[src/rtl/pstc_pkg.sv]
// ----------------------------------------------------------------------------
// PostScript token classifier package
// Shared codes, character constants, result type and character class helpers.
// ----------------------------------------------------------------------------
package pstc_pkg;

  localparam int unsigned DefDepthBits  = 8;
  localparam int unsigned DefLengthBits = 16;
  localparam logic [15:0] MaxLengthRst  = 16'd256;
  localparam int unsigned QueueDepth    = 4;

  localparam logic [2:0] PhSkip    = 3'd0;
  localparam logic [2:0] PhComment = 3'd1;
  localparam logic [2:0] PhLt      = 3'd2;
  localparam logic [2:0] PhGt      = 3'd3;
  localparam logic [2:0] PhBody    = 3'd4;
  localparam logic [2:0] PhTilde   = 3'd5;

  localparam logic [3:0] TypUnknown = 4'd0;
  localparam logic [3:0] TypName    = 4'd1;
  localparam logic [3:0] TypString  = 4'd2;
  localparam logic [3:0] TypA85     = 4'd3;
  localparam logic [3:0] TypHex     = 4'd4;
  localparam logic [3:0] TypBDict   = 4'd5;
  localparam logic [3:0] TypEDict   = 4'd6;
  localparam logic [3:0] TypBArray  = 4'd7;
  localparam logic [3:0] TypEArray  = 4'd8;
  localparam logic [3:0] TypBProc   = 4'd9;
  localparam logic [3:0] TypEProc   = 4'd10;
  localparam logic [3:0] TypInt     = 4'd11;
  localparam logic [3:0] TypReal    = 4'd12;
  localparam logic [3:0] TypRadix   = 4'd13;
  localparam logic [3:0] TypToken   = 4'd14;

  localparam logic [1:0] StOk      = 2'd0;
  localparam logic [1:0] StInvalid = 2'd1;
  localparam logic [1:0] StBuff    = 2'd2;
  localparam logic [1:0] StEnd     = 2'd3;

  localparam logic [7:0] ChTab     = 8'h09;
  localparam logic [7:0] ChLf      = 8'h0A;
  localparam logic [7:0] ChCr      = 8'h0D;
  localparam logic [7:0] ChSpace   = 8'h20;
  localparam logic [7:0] ChBang    = 8'h21;
  localparam logic [7:0] ChHash    = 8'h23;
  localparam logic [7:0] ChPercent = 8'h25;
  localparam logic [7:0] ChLParen  = 8'h28;
  localparam logic [7:0] ChRParen  = 8'h29;
  localparam logic [7:0] ChPlus    = 8'h2B;
  localparam logic [7:0] ChMinus   = 8'h2D;
  localparam logic [7:0] ChDot     = 8'h2E;
  localparam logic [7:0] ChSlash   = 8'h2F;
  localparam logic [7:0] ChZero    = 8'h30;
  localparam logic [7:0] ChNine    = 8'h39;
  localparam logic [7:0] ChLt      = 8'h3C;
  localparam logic [7:0] ChGt      = 8'h3E;
  localparam logic [7:0] ChUpA     = 8'h41;
  localparam logic [7:0] ChUpE     = 8'h45;
  localparam logic [7:0] ChUpF     = 8'h46;
  localparam logic [7:0] ChUpZ     = 8'h5A;
  localparam logic [7:0] ChLBrack  = 8'h5B;
  localparam logic [7:0] ChBslash  = 8'h5C;
  localparam logic [7:0] ChRBrack  = 8'h5D;
  localparam logic [7:0] ChLoA     = 8'h61;
  localparam logic [7:0] ChLoE     = 8'h65;
  localparam logic [7:0] ChLoF     = 8'h66;
  localparam logic [7:0] ChLoU     = 8'h75;
  localparam logic [7:0] ChLoZ     = 8'h7A;
  localparam logic [7:0] ChLBrace  = 8'h7B;
  localparam logic [7:0] ChRBrace  = 8'h7D;
  localparam logic [7:0] ChTilde   = 8'h7E;

  typedef struct packed {
    logic [3:0]  token_type;
    logic [1:0]  status;
    logic [15:0] length;
    logic        last;
  } res_t;

  function automatic logic is_space(input logic [7:0] c);
    return (c == ChSpace) || (c >= ChTab && c <= ChCr);
  endfunction

  function automatic logic is_digit(input logic [7:0] c);
    return (c >= ChZero) && (c <= ChNine);
  endfunction

  function automatic logic is_alpha(input logic [7:0] c);
    return (c >= ChLoA && c <= ChLoZ) || (c >= ChUpA && c <= ChUpZ);
  endfunction

  function automatic logic is_xdigit(input logic [7:0] c);
    return is_digit(c) || (c >= ChLoA && c <= ChLoF) || (c >= ChUpA && c <= ChUpF);
  endfunction

  function automatic logic is_delim(input logic [7:0] c);
    return (c == ChLParen) || (c == ChLt) || (c == ChLBrack) || (c == ChRBrack) ||
           (c == ChLBrace) || (c == ChRBrace) || (c == ChSlash) || (c == ChPercent);
  endfunction

  function automatic logic is_e(input logic [7:0] c);
    return (c == ChLoE) || (c == ChUpE);
  endfunction

endpackage

[src/rtl/postscript_token_classifier.sv]
// ----------------------------------------------------------------------------
// PostScript token classifier
// Lexes PostScript text one byte per transfer and reports type, status and
// stored length for each token.
// ----------------------------------------------------------------------------
// The block takes one byte per clock cycle while its input side is ready. Each
// byte updates the registered lexer state and pushes zero, one or two results
// into a four-entry result queue that feeds the output port; a byte that ends a
// token and is itself a bracket gives two results, which leave the output port
// one after the other. The input side is ready while the queue has room for two
// results, so with a free-running consumer the input sustains one byte per
// cycle. Configuration writes are always accepted.
module postscript_token_classifier #(
  parameter int unsigned DEPTH_BITS  = pstc_pkg::DefDepthBits,
  parameter int unsigned LENGTH_BITS = pstc_pkg::DefLengthBits
) (
  input  logic        clk_i,
  input  logic        rst_ni,
  input  logic        cfg_valid_i,
  output logic        cfg_ready_o,
  input  logic [15:0] cfg_data_i,
  input  logic        s_axis_tvalid,
  output logic        s_axis_tready,
  input  logic [7:0]  s_axis_tdata,   // byte_in
  input  logic        s_axis_tuser,   // end_of_stream
  output logic        m_axis_tvalid,
  input  logic        m_axis_tready,
  output logic [23:0] m_axis_tdata,   // token_type, status, length, zero pad
  output logic        m_axis_tlast
);
  import pstc_pkg::*;

  localparam logic [LENGTH_BITS-1:0] LenMax = '1;
  localparam int unsigned QPtrBits = $clog2(QueueDepth);

  logic [15:0]            max_len_q;
  logic [2:0]             phase_q, phase_d;
  logic [3:0]             typ_q, typ_d;
  logic [LENGTH_BITS-1:0] count_q, count_d;
  logic [DEPTH_BITS-1:0]  depth_q, depth_d;
  logic                   esc_q, esc_d;
  logic                   digit_q, digit_d;
  logic                   expo_q, expo_d;
  logic                   prev_e_q, prev_e_d;

  logic [LENGTH_BITS-1:0] cap;
  logic [7:0]             c;
  logic                   in_fire, out_fire;

  logic [2:0] st_phase;
  logic [3:0] st_typ;
  logic       st_one, st_digit, st_pe, st_emit;
  logic [3:0] st_etyp;
  logic [1:0] st_estat;

  logic       ra_v, rb_v;
  res_t       ra, rb;
  logic [3:0] fin_typ;
  logic [3:0] nt;
  logic       do_store;

  res_t                  q_mem_q [QueueDepth];
  logic [QPtrBits-1:0]   wr_ptr_q, rd_ptr_q;
  logic [QPtrBits:0]     fill_q;

  assign c             = s_axis_tdata;
  assign cfg_ready_o   = 1'b1;
  assign s_axis_tready = (fill_q <= (QPtrBits+1)'(QueueDepth - 2));
  assign in_fire       = s_axis_tvalid && s_axis_tready;
  assign m_axis_tvalid = (fill_q != '0);
  assign out_fire      = m_axis_tvalid && m_axis_tready;

  always_comb begin
    if (32'(max_len_q) > 32'(LenMax)) begin
      cap = LenMax;
    end else begin
      cap = LENGTH_BITS'(max_len_q);
    end
  end

  always_comb begin
    st_phase = PhSkip;
    st_typ   = TypUnknown;
    st_one   = 1'b0;
    st_digit = 1'b0;
    st_pe    = 1'b0;
    st_emit  = 1'b0;
    st_etyp  = TypUnknown;
    st_estat = StOk;
    priority if (c == ChPercent) begin
      st_phase = PhComment;
    end else if (is_space(c)) begin
      st_phase = PhSkip;
    end else begin
      unique case (c)
        ChSlash: begin
          st_typ   = TypName;
          st_phase = PhBody;
        end
        ChLParen: begin
          st_typ   = TypString;
          st_phase = PhBody;
        end
        ChLt:     st_phase = PhLt;
        ChGt:     st_phase = PhGt;
        ChLBrack: begin
          st_typ  = TypBArray;
          st_emit = 1'b1;
          st_etyp = TypBArray;
        end
        ChRBrack: begin
          st_typ  = TypEArray;
          st_emit = 1'b1;
          st_etyp = TypEArray;
        end
        ChLBrace: begin
          st_typ  = TypBProc;
          st_emit = 1'b1;
          st_etyp = TypBProc;
        end
        ChRBrace: begin
          st_typ  = TypEProc;
          st_emit = 1'b1;
          st_etyp = TypEProc;
        end
        ChRParen: begin
          st_emit  = 1'b1;
          st_estat = StInvalid;
        end
        default: begin
          st_phase = PhBody;
          st_one   = 1'b1;
          st_pe    = is_e(c);
          priority if (is_digit(c)) begin
            st_typ   = TypInt;
            st_digit = 1'b1;
          end else if (c == ChMinus || c == ChPlus) begin
            st_typ = TypInt;
          end else if (c == ChDot) begin
            st_typ = TypReal;
          end else begin
            st_typ = TypToken;
          end
        end
      endcase
    end
  end

  assign fin_typ = ((typ_q == TypInt || typ_q == TypReal) && !digit_q) ? TypToken : typ_q;

  always_comb begin
    phase_d  = phase_q;
    typ_d    = typ_q;
    count_d  = count_q;
    depth_d  = depth_q;
    esc_d    = esc_q;
    digit_d  = digit_q;
    expo_d   = expo_q;
    prev_e_d = prev_e_q;
    ra_v     = 1'b0;
    rb_v     = 1'b0;
    ra       = '0;
    rb       = '0;
    nt       = typ_q;
    do_store = 1'b0;

    if (max_len_q == '0) begin
      phase_d  = PhSkip;
      typ_d    = TypUnknown;
      count_d  = '0;
      depth_d  = '0;
      esc_d    = 1'b0;
      digit_d  = 1'b0;
      expo_d   = 1'b0;
      prev_e_d = 1'b0;
      ra_v     = 1'b1;
      ra       = '{TypUnknown, StBuff, 16'd0, 1'b0};
    end else if (s_axis_tuser) begin
      phase_d = PhSkip;
      ra_v    = 1'b1;
      unique case (phase_q)
        PhBody: begin
          if (count_q == '0) begin
            ra = '{typ_q, StEnd, 16'd0, 1'b0};
          end else begin
            ra = '{TypUnknown, StInvalid, 16'(count_q), 1'b0};
          end
        end
        PhLt, PhGt, PhTilde: ra = '{TypUnknown, StInvalid, 16'(count_q), 1'b0};
        default:             ra = '{TypUnknown, StEnd, 16'd0, 1'b0};
      endcase
    end else begin
      unique case (phase_q)
        PhComment: begin
          if (c == ChLf || c == ChCr) begin
            phase_d = PhSkip;
          end
        end
        PhLt: begin
          count_d  = '0;
          depth_d  = '0;
          esc_d    = 1'b0;
          digit_d  = 1'b0;
          expo_d   = 1'b0;
          prev_e_d = 1'b0;
          priority if (c == ChLt) begin
            typ_d   = TypBDict;
            phase_d = PhSkip;
            ra_v    = 1'b1;
            ra      = '{TypBDict, StOk, 16'd0, 1'b0};
          end else if (c == ChTilde) begin
            typ_d   = TypA85;
            phase_d = PhBody;
          end else if (is_xdigit(c)) begin
            typ_d    = TypHex;
            phase_d  = PhBody;
            count_d  = LENGTH_BITS'(1);
            prev_e_d = is_e(c);
          end else begin
            count_d = count_q;
            phase_d = PhSkip;
            ra_v    = 1'b1;
            ra      = '{TypUnknown, StInvalid, 16'(count_q), 1'b0};
          end
        end
        PhGt: begin
          phase_d = PhSkip;
          ra_v    = 1'b1;
          if (c == ChGt) begin
            typ_d    = TypEDict;
            count_d  = '0;
            depth_d  = '0;
            esc_d    = 1'b0;
            digit_d  = 1'b0;
            expo_d   = 1'b0;
            prev_e_d = 1'b0;
            ra       = '{TypEDict, StOk, 16'd0, 1'b0};
          end else begin
            ra = '{TypUnknown, StInvalid, 16'(count_q), 1'b0};
          end
        end
        PhTilde: begin
          phase_d = PhSkip;
          ra_v    = 1'b1;
          if (c == ChGt) begin
            ra = '{fin_typ, StOk, 16'(count_q), 1'b0};
          end else begin
            ra = '{TypUnknown, StInvalid, 16'(count_q), 1'b0};
          end
        end
        PhBody: begin
          if (typ_q == TypToken || typ_q == TypName || typ_q == TypInt ||
              typ_q == TypReal || typ_q == TypRadix) begin
            if (is_space(c) || is_delim(c)) begin
              ra_v    = 1'b1;
              ra      = '{fin_typ, StOk, 16'(count_q), 1'b0};
              phase_d = PhSkip;
              if (is_delim(c)) begin
                phase_d  = st_phase;
                typ_d    = st_typ;
                count_d  = st_one ? LENGTH_BITS'(1) : '0;
                depth_d  = '0;
                esc_d    = 1'b0;
                digit_d  = st_digit;
                expo_d   = 1'b0;
                prev_e_d = st_pe;
                rb_v     = st_emit;
                rb       = '{st_etyp, st_estat, 16'd0, 1'b1};
              end
            end else begin
              do_store = 1'b1;
              priority if (typ_q == TypRadix) begin
                if (!(is_alpha(c) || is_digit(c))) begin
                  nt = TypToken;
                end
              end else if (typ_q == TypInt && c == ChHash) begin
                nt = TypRadix;
              end else if (typ_q == TypInt && c == ChDot && !expo_q) begin
                nt = TypReal;
              end else if (typ_q == TypInt || typ_q == TypReal) begin
                priority if (c == ChPlus || c == ChMinus) begin
                  if (count_q == '0 || !prev_e_q) begin
                    nt = TypToken;
                  end
                end else if (is_e(c) && digit_q) begin
                  expo_d = 1'b1;
                end else if (is_digit(c)) begin
                  digit_d = 1'b1;
                end else begin
                  nt = TypToken;
                end
              end else begin
                nt = typ_q;
              end
              typ_d = nt;
            end
          end else if (typ_q == TypString) begin
            do_store = 1'b1;
            priority if (esc_q) begin
              esc_d = 1'b0;
            end else if (c == ChLParen) begin
              if (depth_q == '1) begin
                do_store = 1'b0;
                phase_d  = PhSkip;
                ra_v     = 1'b1;
                ra       = '{TypUnknown, StInvalid, 16'(count_q), 1'b0};
              end else begin
                depth_d = depth_q + 1'b1;
              end
            end else if (c == ChRParen) begin
              if (depth_q == '0) begin
                do_store = 1'b0;
                phase_d  = PhSkip;
                ra_v     = 1'b1;
                ra       = '{fin_typ, StOk, 16'(count_q), 1'b0};
              end else begin
                depth_d = depth_q - 1'b1;
              end
            end else if (c == ChBslash) begin
              esc_d = 1'b1;
            end else begin
              esc_d = esc_q;
            end
          end else if (typ_q == TypHex) begin
            priority if (c == ChGt) begin
              phase_d = PhSkip;
              ra_v    = 1'b1;
              ra      = '{fin_typ, StOk, 16'(count_q), 1'b0};
            end else if (is_space(c)) begin
              phase_d = PhBody;
            end else if (!is_xdigit(c)) begin
              phase_d = PhSkip;
              ra_v    = 1'b1;
              ra      = '{TypUnknown, StInvalid, 16'(count_q), 1'b0};
            end else begin
              do_store = 1'b1;
            end
          end else if (typ_q == TypA85) begin
            priority if (c == ChTilde) begin
              phase_d = PhTilde;
            end else if (c < ChBang || (c > ChLoU && c != ChLoZ)) begin
              phase_d = PhSkip;
              ra_v    = 1'b1;
              ra      = '{TypUnknown, StInvalid, 16'(count_q), 1'b0};
            end else begin
              do_store = 1'b1;
            end
          end else begin
            phase_d = PhSkip;
            ra_v    = 1'b1;
            ra      = '{TypUnknown, StInvalid, 16'(count_q), 1'b0};
          end

          if (do_store) begin
            if (count_q >= cap) begin
              phase_d = PhSkip;
              ra_v    = 1'b1;
              ra      = '{TypUnknown, StBuff, 16'(count_q), 1'b0};
            end else begin
              count_d  = count_q + 1'b1;
              prev_e_d = is_e(c);
            end
          end
        end
        default: begin
          phase_d  = st_phase;
          typ_d    = st_typ;
          count_d  = st_one ? LENGTH_BITS'(1) : '0;
          depth_d  = '0;
          esc_d    = 1'b0;
          digit_d  = st_digit;
          expo_d   = 1'b0;
          prev_e_d = st_pe;
          ra_v     = st_emit;
          ra       = '{st_etyp, st_estat, 16'd0, 1'b0};
        end
      endcase
    end
    ra.last = !rb_v;
  end

  always_ff @(posedge clk_i or negedge rst_ni) begin
    if (!rst_ni) begin
      max_len_q <= MaxLengthRst;
    end else if (cfg_valid_i) begin
      max_len_q <= cfg_data_i;
    end
  end

  always_ff @(posedge clk_i or negedge rst_ni) begin
    if (!rst_ni) begin
      phase_q  <= PhSkip;
      typ_q    <= TypUnknown;
      count_q  <= '0;
      depth_q  <= '0;
      esc_q    <= 1'b0;
      digit_q  <= 1'b0;
      expo_q   <= 1'b0;
      prev_e_q <= 1'b0;
    end else if (in_fire) begin
      phase_q  <= phase_d;
      typ_q    <= typ_d;
      count_q  <= count_d;
      depth_q  <= depth_d;
      esc_q    <= esc_d;
      digit_q  <= digit_d;
      expo_q   <= expo_d;
      prev_e_q <= prev_e_d;
    end
  end

  always_ff @(posedge clk_i) begin
    if (in_fire && ra_v) begin
      q_mem_q[wr_ptr_q] <= ra;
    end
    if (in_fire && rb_v) begin
      q_mem_q[wr_ptr_q + 1'b1] <= rb;
    end
  end

  always_ff @(posedge clk_i or negedge rst_ni) begin
    if (!rst_ni) begin
      wr_ptr_q <= '0;
      rd_ptr_q <= '0;
      fill_q   <= '0;
    end else begin
      if (in_fire) begin
        wr_ptr_q <= wr_ptr_q + QPtrBits'(ra_v) + QPtrBits'(rb_v);
      end
      if (out_fire) begin
        rd_ptr_q <= rd_ptr_q + 1'b1;
      end
      fill_q <= fill_q + (in_fire ? ((QPtrBits+1)'(ra_v) + (QPtrBits+1)'(rb_v)) : '0)
                       - (QPtrBits+1)'(out_fire);
    end
  end

  assign m_axis_tdata = {2'b00, q_mem_q[rd_ptr_q].length, q_mem_q[rd_ptr_q].status,
                         q_mem_q[rd_ptr_q].token_type};
  assign m_axis_tlast = q_mem_q[rd_ptr_q].last;

endmodule

[config.mk]
export PLATFORM = sky130hd
export DESIGN_NAME = postscript_token_classifier
export DESIGN_NICKNAME = d
export VERILOG_FILES = /design/src/rtl/pstc_pkg.sv /design/src/rtl/postscript_token_classifier.sv
export SDC_FILE = /design/constraint.sdc
export NUM_CORES = 1
export LEC_CHECK = 0
export BUFFER_PORTS_ARGS = -buffer_cell sky130_fd_sc_hd__buf_2
export CORE_MARGIN = 1.5
export CORE_UTILIZATION = 45
export DETAILED_ROUTE_END_ITERATION = 7
export HOLD_SLACK_MARGIN = 0.02
export SYNTH_ARGS = -nofsm -noshare
export SYNTH_HDL_FRONTEND = slang
export SYNTH_SLANG_ARGS = --single-unit
[constraint.sdc]
create_clock -name clk_i -period 4 [get_ports clk_i]
set_input_delay 1.2 -clock clk_i [delete_from_list [all_inputs] [get_ports clk_i]]
set_output_delay 1.2 -clock clk_i [all_outputs]
set_load 0.02 [all_outputs]
==> results of run 1 <==
-- cell type report --
type                       count  share of cell area
multi-input combinational    675               0.456
clock buffer                  18              0.0411
clock inverter                14              0.0124
sequential                   150               0.331
tap                          265              0.0310
inverter                      38              0.0133
timing repair buffer         174               0.115
-- cell families after synthesis --
| logic type | after synthesis | share of synthesized area |
|---|---|---|
| simple gates | 309 | 0.186 |
| compound gates | 290 | 0.227 |
| buf+inv | 107 | 0.0640 |
| xor+xnor | 12 | 0.0118 |
| flops | 150 | 0.397 |
| mux | 29 | 0.0654 |
| other cells | 2 | 0.000844 |
| fa+ha+maj | 32 | 0.0475 |
-- power by group through the flow --
| stage | Sequential [mW] | Clock (mW) | Combinational [mW] |
|---|---|---|---|
| after floorplan | 1.79 | 0 | 1.38 |
| after global placement | 1.87 | 0 | 1.89 |
| after detailed placement | 1.87 | 0 | 1.90 |
| after CTS | 1.84 | 1.58 | 1.91 |
| after global routing | 1.86 | 1.65 | 2.11 |
| final | 1.84 | 1.56 | 1.93 |
-- per-layer routing --
metal | global-route usage | up-vias | share of wire
met1 | 0.351 | 3723 | 0.47
met3 | 0.0477 | 55 | 0.063
li1 | - | 3741 | -
met5 | 0 | - | 0
met4 | 0.0961 | 0 | 0.029
met2 | 0.379 | 315 | 0.44
-- stage by stage --
step	instances	utilization	hold slack [ps]	cell area, µm²	total power [mW]
after CTS	1332	0.549	478	10700	5.33
after global routing	1334	0.551	490	10700	5.62
after floorplan	932	-	438	8990	3.17
after global placement	1300	0.520	450	10100	3.76
final	1334	0.551	472	10700	5.33
after detailed placement	1300	0.520	458	10100	3.77
-- registers in the layout (all words and copies together) (netlist names) --
| name | count |
|---|---|
| cap | 16 |
| count_q | 16 |
| depth_q | 8 |
| digit_q | 1 |
| esc_q | 1 |
| expo_q | 1 |
| fill_q | 3 |
| phase_q | 3 |
| prev_e_q | 1 |
| q_mem_q | 92 |
| rd_ptr_q | 2 |
| typ_q | 4 |
| wr_ptr_q | 2 |
-- worst max-delay path, delay by kind of cell --
| kind | cells | cell delay [ps] |
|---|---|---|
| xor gates and xnor gates | 2 | 270 |
| AOI/OAI and AO/OA | 4 | 1170 |
| and+or+nand+nor | 2 | 320 |
| buffers and inverters | 3 | 240 |
| adders and majority gates | 4 | 1020 |
-- worst max-delay path by stage --
stage	start	end
3_3_place_gp	s_axis_tdata[4]	fill_q[2]$_DFF_PN0_
3_5_place_dp	s_axis_tdata[4]	fill_q[2]$_DFF_PN0_
5_1_grt	s_axis_tdata[3]	fill_q[2]$_DFF_PN0_
2_1_floorplan	s_axis_tdata[1]	fill_q[2]$_DFF_PN0_
6_report	s_axis_tdata[3]	fill_q[2]$_DFF_PN0_
4_1_cts	s_axis_tdata[4]	fill_q[2]$_DFF_PN0_
-- cell usage after synthesis (all sizes together), types with 4 or more instances --
| cell type | n |
|---|---|
| a211oi | 8 |
| a21o | 10 |
| a21oi | 37 |
| a22o | 65 |
| a31oi | 8 |
| a32oi | 5 |
| and2 | 16 |
| and3 | 15 |
| buf | 37 |
| clkbuf | 32 |
| dfrtp | 57 |
| dfxtp | 68 |
| edfxtp | 24 |
| ha | 29 |
| inv | 38 |
| mux4 | 23 |
| nand2 | 90 |
| nand2b | 9 |
| nand3 | 36 |
| nand4 | 14 |
| nand4b | 8 |
| nor2 | 55 |
| nor2b | 5 |
| nor3 | 17 |
| nor4 | 15 |
| o211ai | 6 |
| o21ai | 93 |
| o22ai | 22 |
| o31ai | 4 |
| or3 | 5 |
| xnor2 | 6 |
| xor2 | 6 |
-- timing repair --
action | in CTS | in global routing
resized for setup | 0 | 7
setup endpoints to repair | 0 | 2
endpoints found under the hold margin | 0 | 0
hold buffers | 0 | 0
setup buffers | 0 | 2
==> results.py, run 1 <==
metrics = {
    "run_status": {
        "status": "completed",
    },
    "pwr": {
        "peakVddDrop_mv": 0.361,
        "swShare": 0.381,
        "pwr-share-clk": 0.293,
        "power.density_nw_per_um2": 499,
        "p_seq_frac": 0.345,
        "power_leakage_nw": 4.56,
        "power_switching_mw": 2.03,
        "p_int_mw": 3.30,
        "pwr-share-comb": 0.362,
    },
    "synthesis": {
        "ys.flop_type": "dfxtp_1",
        "ys_ff_latch": 150,
        "synth_area_leaders": "dfrtp_1 (16%), dfxtp_1 (15%), edfxtp_1 (8.1%)",
        "async_flop_share": 0.387,
        "synth_edf_count": 24,
        "syn_area_um2": 8900,
        "synth.avg_cell_area_um2": 9.56,
        "netlist.area_leader.share": 0.160,
        "synthesis.instances": 931,
        "yosys_warnings": 0,
        "ys_seq_area_frac": 0.397,
        "synth_cell_types": 91,
        "synth_top_area_cell": "dfrtp_1",
    },
    "routing": {
        "firstDrtPassIters": 5,
        "num_vias": 7834,
        "wl_per_cell_um": 18.4,
        "drc": 0,
        "routed_wl_um": 24600,
        "ant_nets": 0,
        "drt_iter0_markers": 624,
        "drt-vias-per-instance": 5.87,
    },
    "placement": {
        "dp_slack_ps": -373,
        "detailed_place_hpwl_um": 18300,
        "gp_congestion": 0.939,
        "portBuffers": 54,
    },
    "layout": {
        "multi_input_area_um2": 4870,
        "drive_gt1_frac": 0.257,
        "nFillCells": 1805,
        "antennaDiodeCount": 0,
        "seq_area_um2": 3530,
        "area_growth_pct": 20.1,
        "final_cell_mix": "buf_4 (116), nand2_1 (85), o21ai_0 (84), dfxtp_1 (68), a22o_1 (65)",
        "mostFrequentLayoutCell": "buf_4",
        "finalNetCount": 1118,
    },
    "min_path": {
        "holdPathStages": 2,
        "min_path_type": "register to register",
        "hold_start": "q_mem_q[1][18]$_SDFFE_PP0P_",
        "worstHoldEndpoint": "q_mem_q[1][18]$_SDFFE_PP0P_",
    },
    "sta": {
        "period_share": 0.975,
        "period_minus_slack_ps": 3900,
        "setup_viol_count_final": 0,
        "skew_ps": 12.8,
        "max_freq_mhz": 257,
        "final.setup.tns_ps": 0,
        "maxSlewViolCount": 0,
        "final-hold-violation-count": 0,
        "worst_pin_slew_ps": 1020,
        "maxSlewHeadroom": 0.317,
        "rsz0062_at_grt": "true",
        "setup_ws_ps": 102,
    },
    "critical_path": {
        "worst-r2r-setup-slack_ps": 320,
        "required_ps": 4320,
        "crit_path_max_fanout": 8,
        "r2r_cells": 15,
        "slowest_delay_ps": 460,
        "worstPathCellList": "buf_2 > or2_4 > o41ai_4 > o211ai_1 > a41oi_2 > a31oi_4 > ha_1 > nand2_1 > ha_1 > inv_1 > ha_1 > inv_1 > fa_2 > xor2_1 > xnor2_1",
        "crit_path_frequent_cell": "ha_1",
        "r2r-start": "depth_q[0]$_DFFE_PN0P_",
        "worst_ep_arrival_time_ps": 4220,
        "criticalPathCategory": "primary input to register",
        "end_kind": "register",
        "timing.rr.end": "fill_q[2]$_DFF_PN0_",
        "slowest_stage": "o41ai_4",
        "start_kind": "primary input",
    },
    "clock_network": {
        "cts-buffers-inserted": 17,
        "clockBufferDepth": 2,
        "clk_pin_slew_ps": 60,
        "h-tree-depth": 4,
        "clock-sinks": 150,
        "clock-root-buffer": "clkbuf_16",
        "cts_tree": "yes",
        "insertion_delay_ps": 440,
    },
    "grt": {
        "overflow": 0,
        "grt_pass1_vias": 7448,
        "grt_pass1_wl_um": 39800,
        "grt_max_degree": 45,
        "antenna_found_initial": 0,
        "grt_use_total": 0.249,
    },
    "floorplanning": {
        "ios": 58,
        "fp.dieArea_um2": 20600,
        "initial_core_util": 0.459,
        "core_um2": 19400,
        "die_height_um": 144,
        "num_rows": 51,
        "die_w_um": 144,
    },
    "job": {
        "maxCapViolations": 0,
    },
}
Note: power is estimated with default switching activity, not from simulation.
==> run 2: changes to the inputs <==
--- a/config.mk
+++ b/config.mk
@@ -10,6 +10,7 @@
 export CORE_UTILIZATION = 45
 export DETAILED_ROUTE_END_ITERATION = 7
 export HOLD_SLACK_MARGIN = 0.02
+export REMOVE_ABC_BUFFERS = 1
 export SYNTH_ARGS = -nofsm -noshare
 export SYNTH_HDL_FRONTEND = slang
 export SYNTH_SLANG_ARGS = --single-unit
==> run 2 against run 1 <==
  * Clock power is 3% higher
  * Clock-buffer cell count down 1
  * Critical path depth grew 1
  * First-iteration DRC count fell by 12%
  * Combinational power up 5%
  * Sequential cell count stayed put
  * Hold slack better by 1.5 ps
  * Non-clock buffer count increased by 9
  * Clock skew grew 5.0 ps
  * Global-route usage fell by 0.23 points
  * Cell area is 1.8% higher
  * Sequential share of layout area decreased by 0.58 points
  * Critical endpoint unchanged
  * Largest cell class unchanged
  * Largest power group unchanged
  * Highest routed layer unchanged
==> results.py, run 2 (synthesis gave the netlist of run 1 again) <==
metrics = {
    "layout": {
        "drive_gt1_frac": 0.270,
        "largest_reg_flops": 92,
        "fin_cells": 1343,
        "nFillCells": 1811,
        "mostFrequentLayoutCell": "buf_4",
        "area_growth_pct": 22.3,
        "final_cell_mix": "buf_4 (123), o21ai_0 (84), nand2_1 (83), dfxtp_1 (68), a22o_1 (65)",
        "regMostFlops": "q_mem_q",
        "fin_util": 0.561,
        "finalNetCount": 1127,
        "seq_area_um2": 3530,
        "multi_input_area_um2": 4920,
        "antennaDiodeCount": 0,
    },
    "routing": {
        "routed_wl_um": 24900,
        "wl_per_cell_um": 18.5,
        "ant_nets": 0,
        "num_vias": 7787,
        "drc": 0,
        "drt-vias-per-instance": 5.80,
        "drt_iter0_markers": 552,
        "firstDrtPassIters": 5,
    },
    "sta": {
        "final-hold-violation-count": 0,
        "skew_ps": 17.8,
        "max_freq_mhz": 255,
        "maxSlewHeadroom": 0.564,
        "setup_viol_count_final": 0,
        "worst_pin_slew_ps": 650,
        "period_minus_slack_ps": 3920,
        "period_share": 0.981,
        "maxSlewViolCount": 0,
        "final.setup.tns_ps": 0,
    },
    "critical_path": {
        "crit_path_max_fanout": 7,
        "worst_ep_arrival_time_ps": 4230,
        "end_kind": "register",
        "required_ps": 4310,
        "start_kind": "primary input",
        "criticalPathCategory": "primary input to register",
    },
    "grt": {
        "met3_usage": 0.0410,
        "gr-usage-met1": 0.338,
        "grt_max_degree": 32,
        "grt_pass1_vias": 7409,
        "grt_use_total": 0.247,
        "grt_pass1_wl_um": 39400,
        "antenna_found_initial": 0,
        "grt.busiest_layer": "met2",
        "use_met2": 0.390,
        "overflow": 0,
    },
    "pwr": {
        "pwr-share-clk": 0.292,
        "pwr-share-comb": 0.371,
        "power_leakage_nw": 4.62,
        "power_switching_mw": 2.10,
        "swShare": 0.383,
        "peakVddDrop_mv": 0.311,
        "p_seq_frac": 0.336,
        "p_int_mw": 3.38,
        "power.density_nw_per_um2": 504,
    },
    "clock_network": {
        "insertion_delay_ps": 440,
        "h-tree-depth": 4,
        "clk_pin_slew_ps": 60,
        "cts-buffers-inserted": 17,
        "cts_tree": "yes",
        "clock-root-buffer": "clkbuf_16",
        "clockBufferDepth": 2,
        "hold_buffers": 0,
        "clock-sinks": 150,
    },
    "placement": {
        "place_inst": 1307,
        "detailed_place_hpwl_um": 18300,
        "gp_congestion": 0.987,
        "portBuffers": 54,
    },
    "floorplanning": {
        "die_height_um": 144,
        "die_w_um": 144,
        "fp.dieArea_um2": 20600,
        "initial_core_util": 0.459,
        "num_rows": 51,
        "core_um2": 19400,
        "ios": 58,
    },
    "min_path": {
        "min_path_type": "register to register",
    },
    "run_status": {
        "status": "completed",
    },
    "job": {
        "maxCapViolations": 0,
    },
}
run 2: power groups by stage:
stage	clock (mW)	sequential (mW)	combinational (mW)
6_report	1.60	1.84	2.03
5_1_grt	1.69	1.86	2.24
4_1_cts	1.63	1.84	1.99
3_5_place_dp	0	1.87	1.98
3_3_place_gp	0	1.86	1.97
2_1_floorplan	0	1.91	1.17
run 2: path summary, 6_finish.rpt:
check,start,end,slack (ps),cells past startpoint
hold reg to reg,q_mem_q[1][18]$_SDFFE_PP0P_,q_mem_q[1][18]$_SDFFE_PP0P_,470,2
min in group asynchronous,rst_ni,cap[2]$_DFFE_PN0P_,790,1
hold / removal,q_mem_q[1][18]$_SDFFE_PP0P_,q_mem_q[1][18]$_SDFFE_PP0P_,470,2
setup reg to reg,depth_q[0]$_DFFE_PN0P_,fill_q[2]$_DFF_PN0_,350,15
max in group asynchronous,rst_ni,typ_q[0]$_DFFE_PN0P_,2340,2
setup / recovery,s_axis_tdata[7],fill_q[2]$_DFF_PN0_,80,16
run 2: critical path, stage by stage:
cell     delay, ps
buf_4          140
or3_4          420
buf_6          130
o32a_1         390
a41oi_4        240
a41oi_2         90
a31oi_4        230
ha_4           230
nand2_2         70
ha_4           200
inv_1           50
ha_2           160
inv_2           40
fa_2           340
xor2_1         180
xnor2_1        120
run 2: area by class of cell:
class                      count  share of cell area
clock buffer                  17              0.0391
clock inverter                15              0.0160
inverter                      38              0.0131
multi-input combinational    675               0.452
sequential                   150               0.325
tap                          265              0.0305
timing repair buffer         183               0.124
run 2: through the flow:
stage | total power, mW | hold WS (ps) | cell area (µm²) | setup WS, ps
after global routing | 5.79 | 492 | 10900 | -10.9
after CTS | 5.46 | 473 | 10700 | 24.9
after global placement | 3.83 | 451 | 10100 | -363
final | 5.48 | 473 | 10900 | 77.1
after detailed placement | 3.85 | 459 | 10100 | -428
after floorplan | 3.08 | 438 | 8470 | -250
run 2: what timing repair did:
| action | 4_1_cts | 5_1_grt |
|---|---|---|
| gates resized for setup | 0 | 38 |
| endpoints found under the setup margin | 0 | 2 |
| setup buffers | 0 | 4 |
run 2: routing by layer:
layer / vias to the layer above / wire length (µm)
met5: - / 0
met1: 3731 / 11400
met4: 0 / 662
met3: 51 / 1260
met2: 244 / 11500
li1: 3761 / -
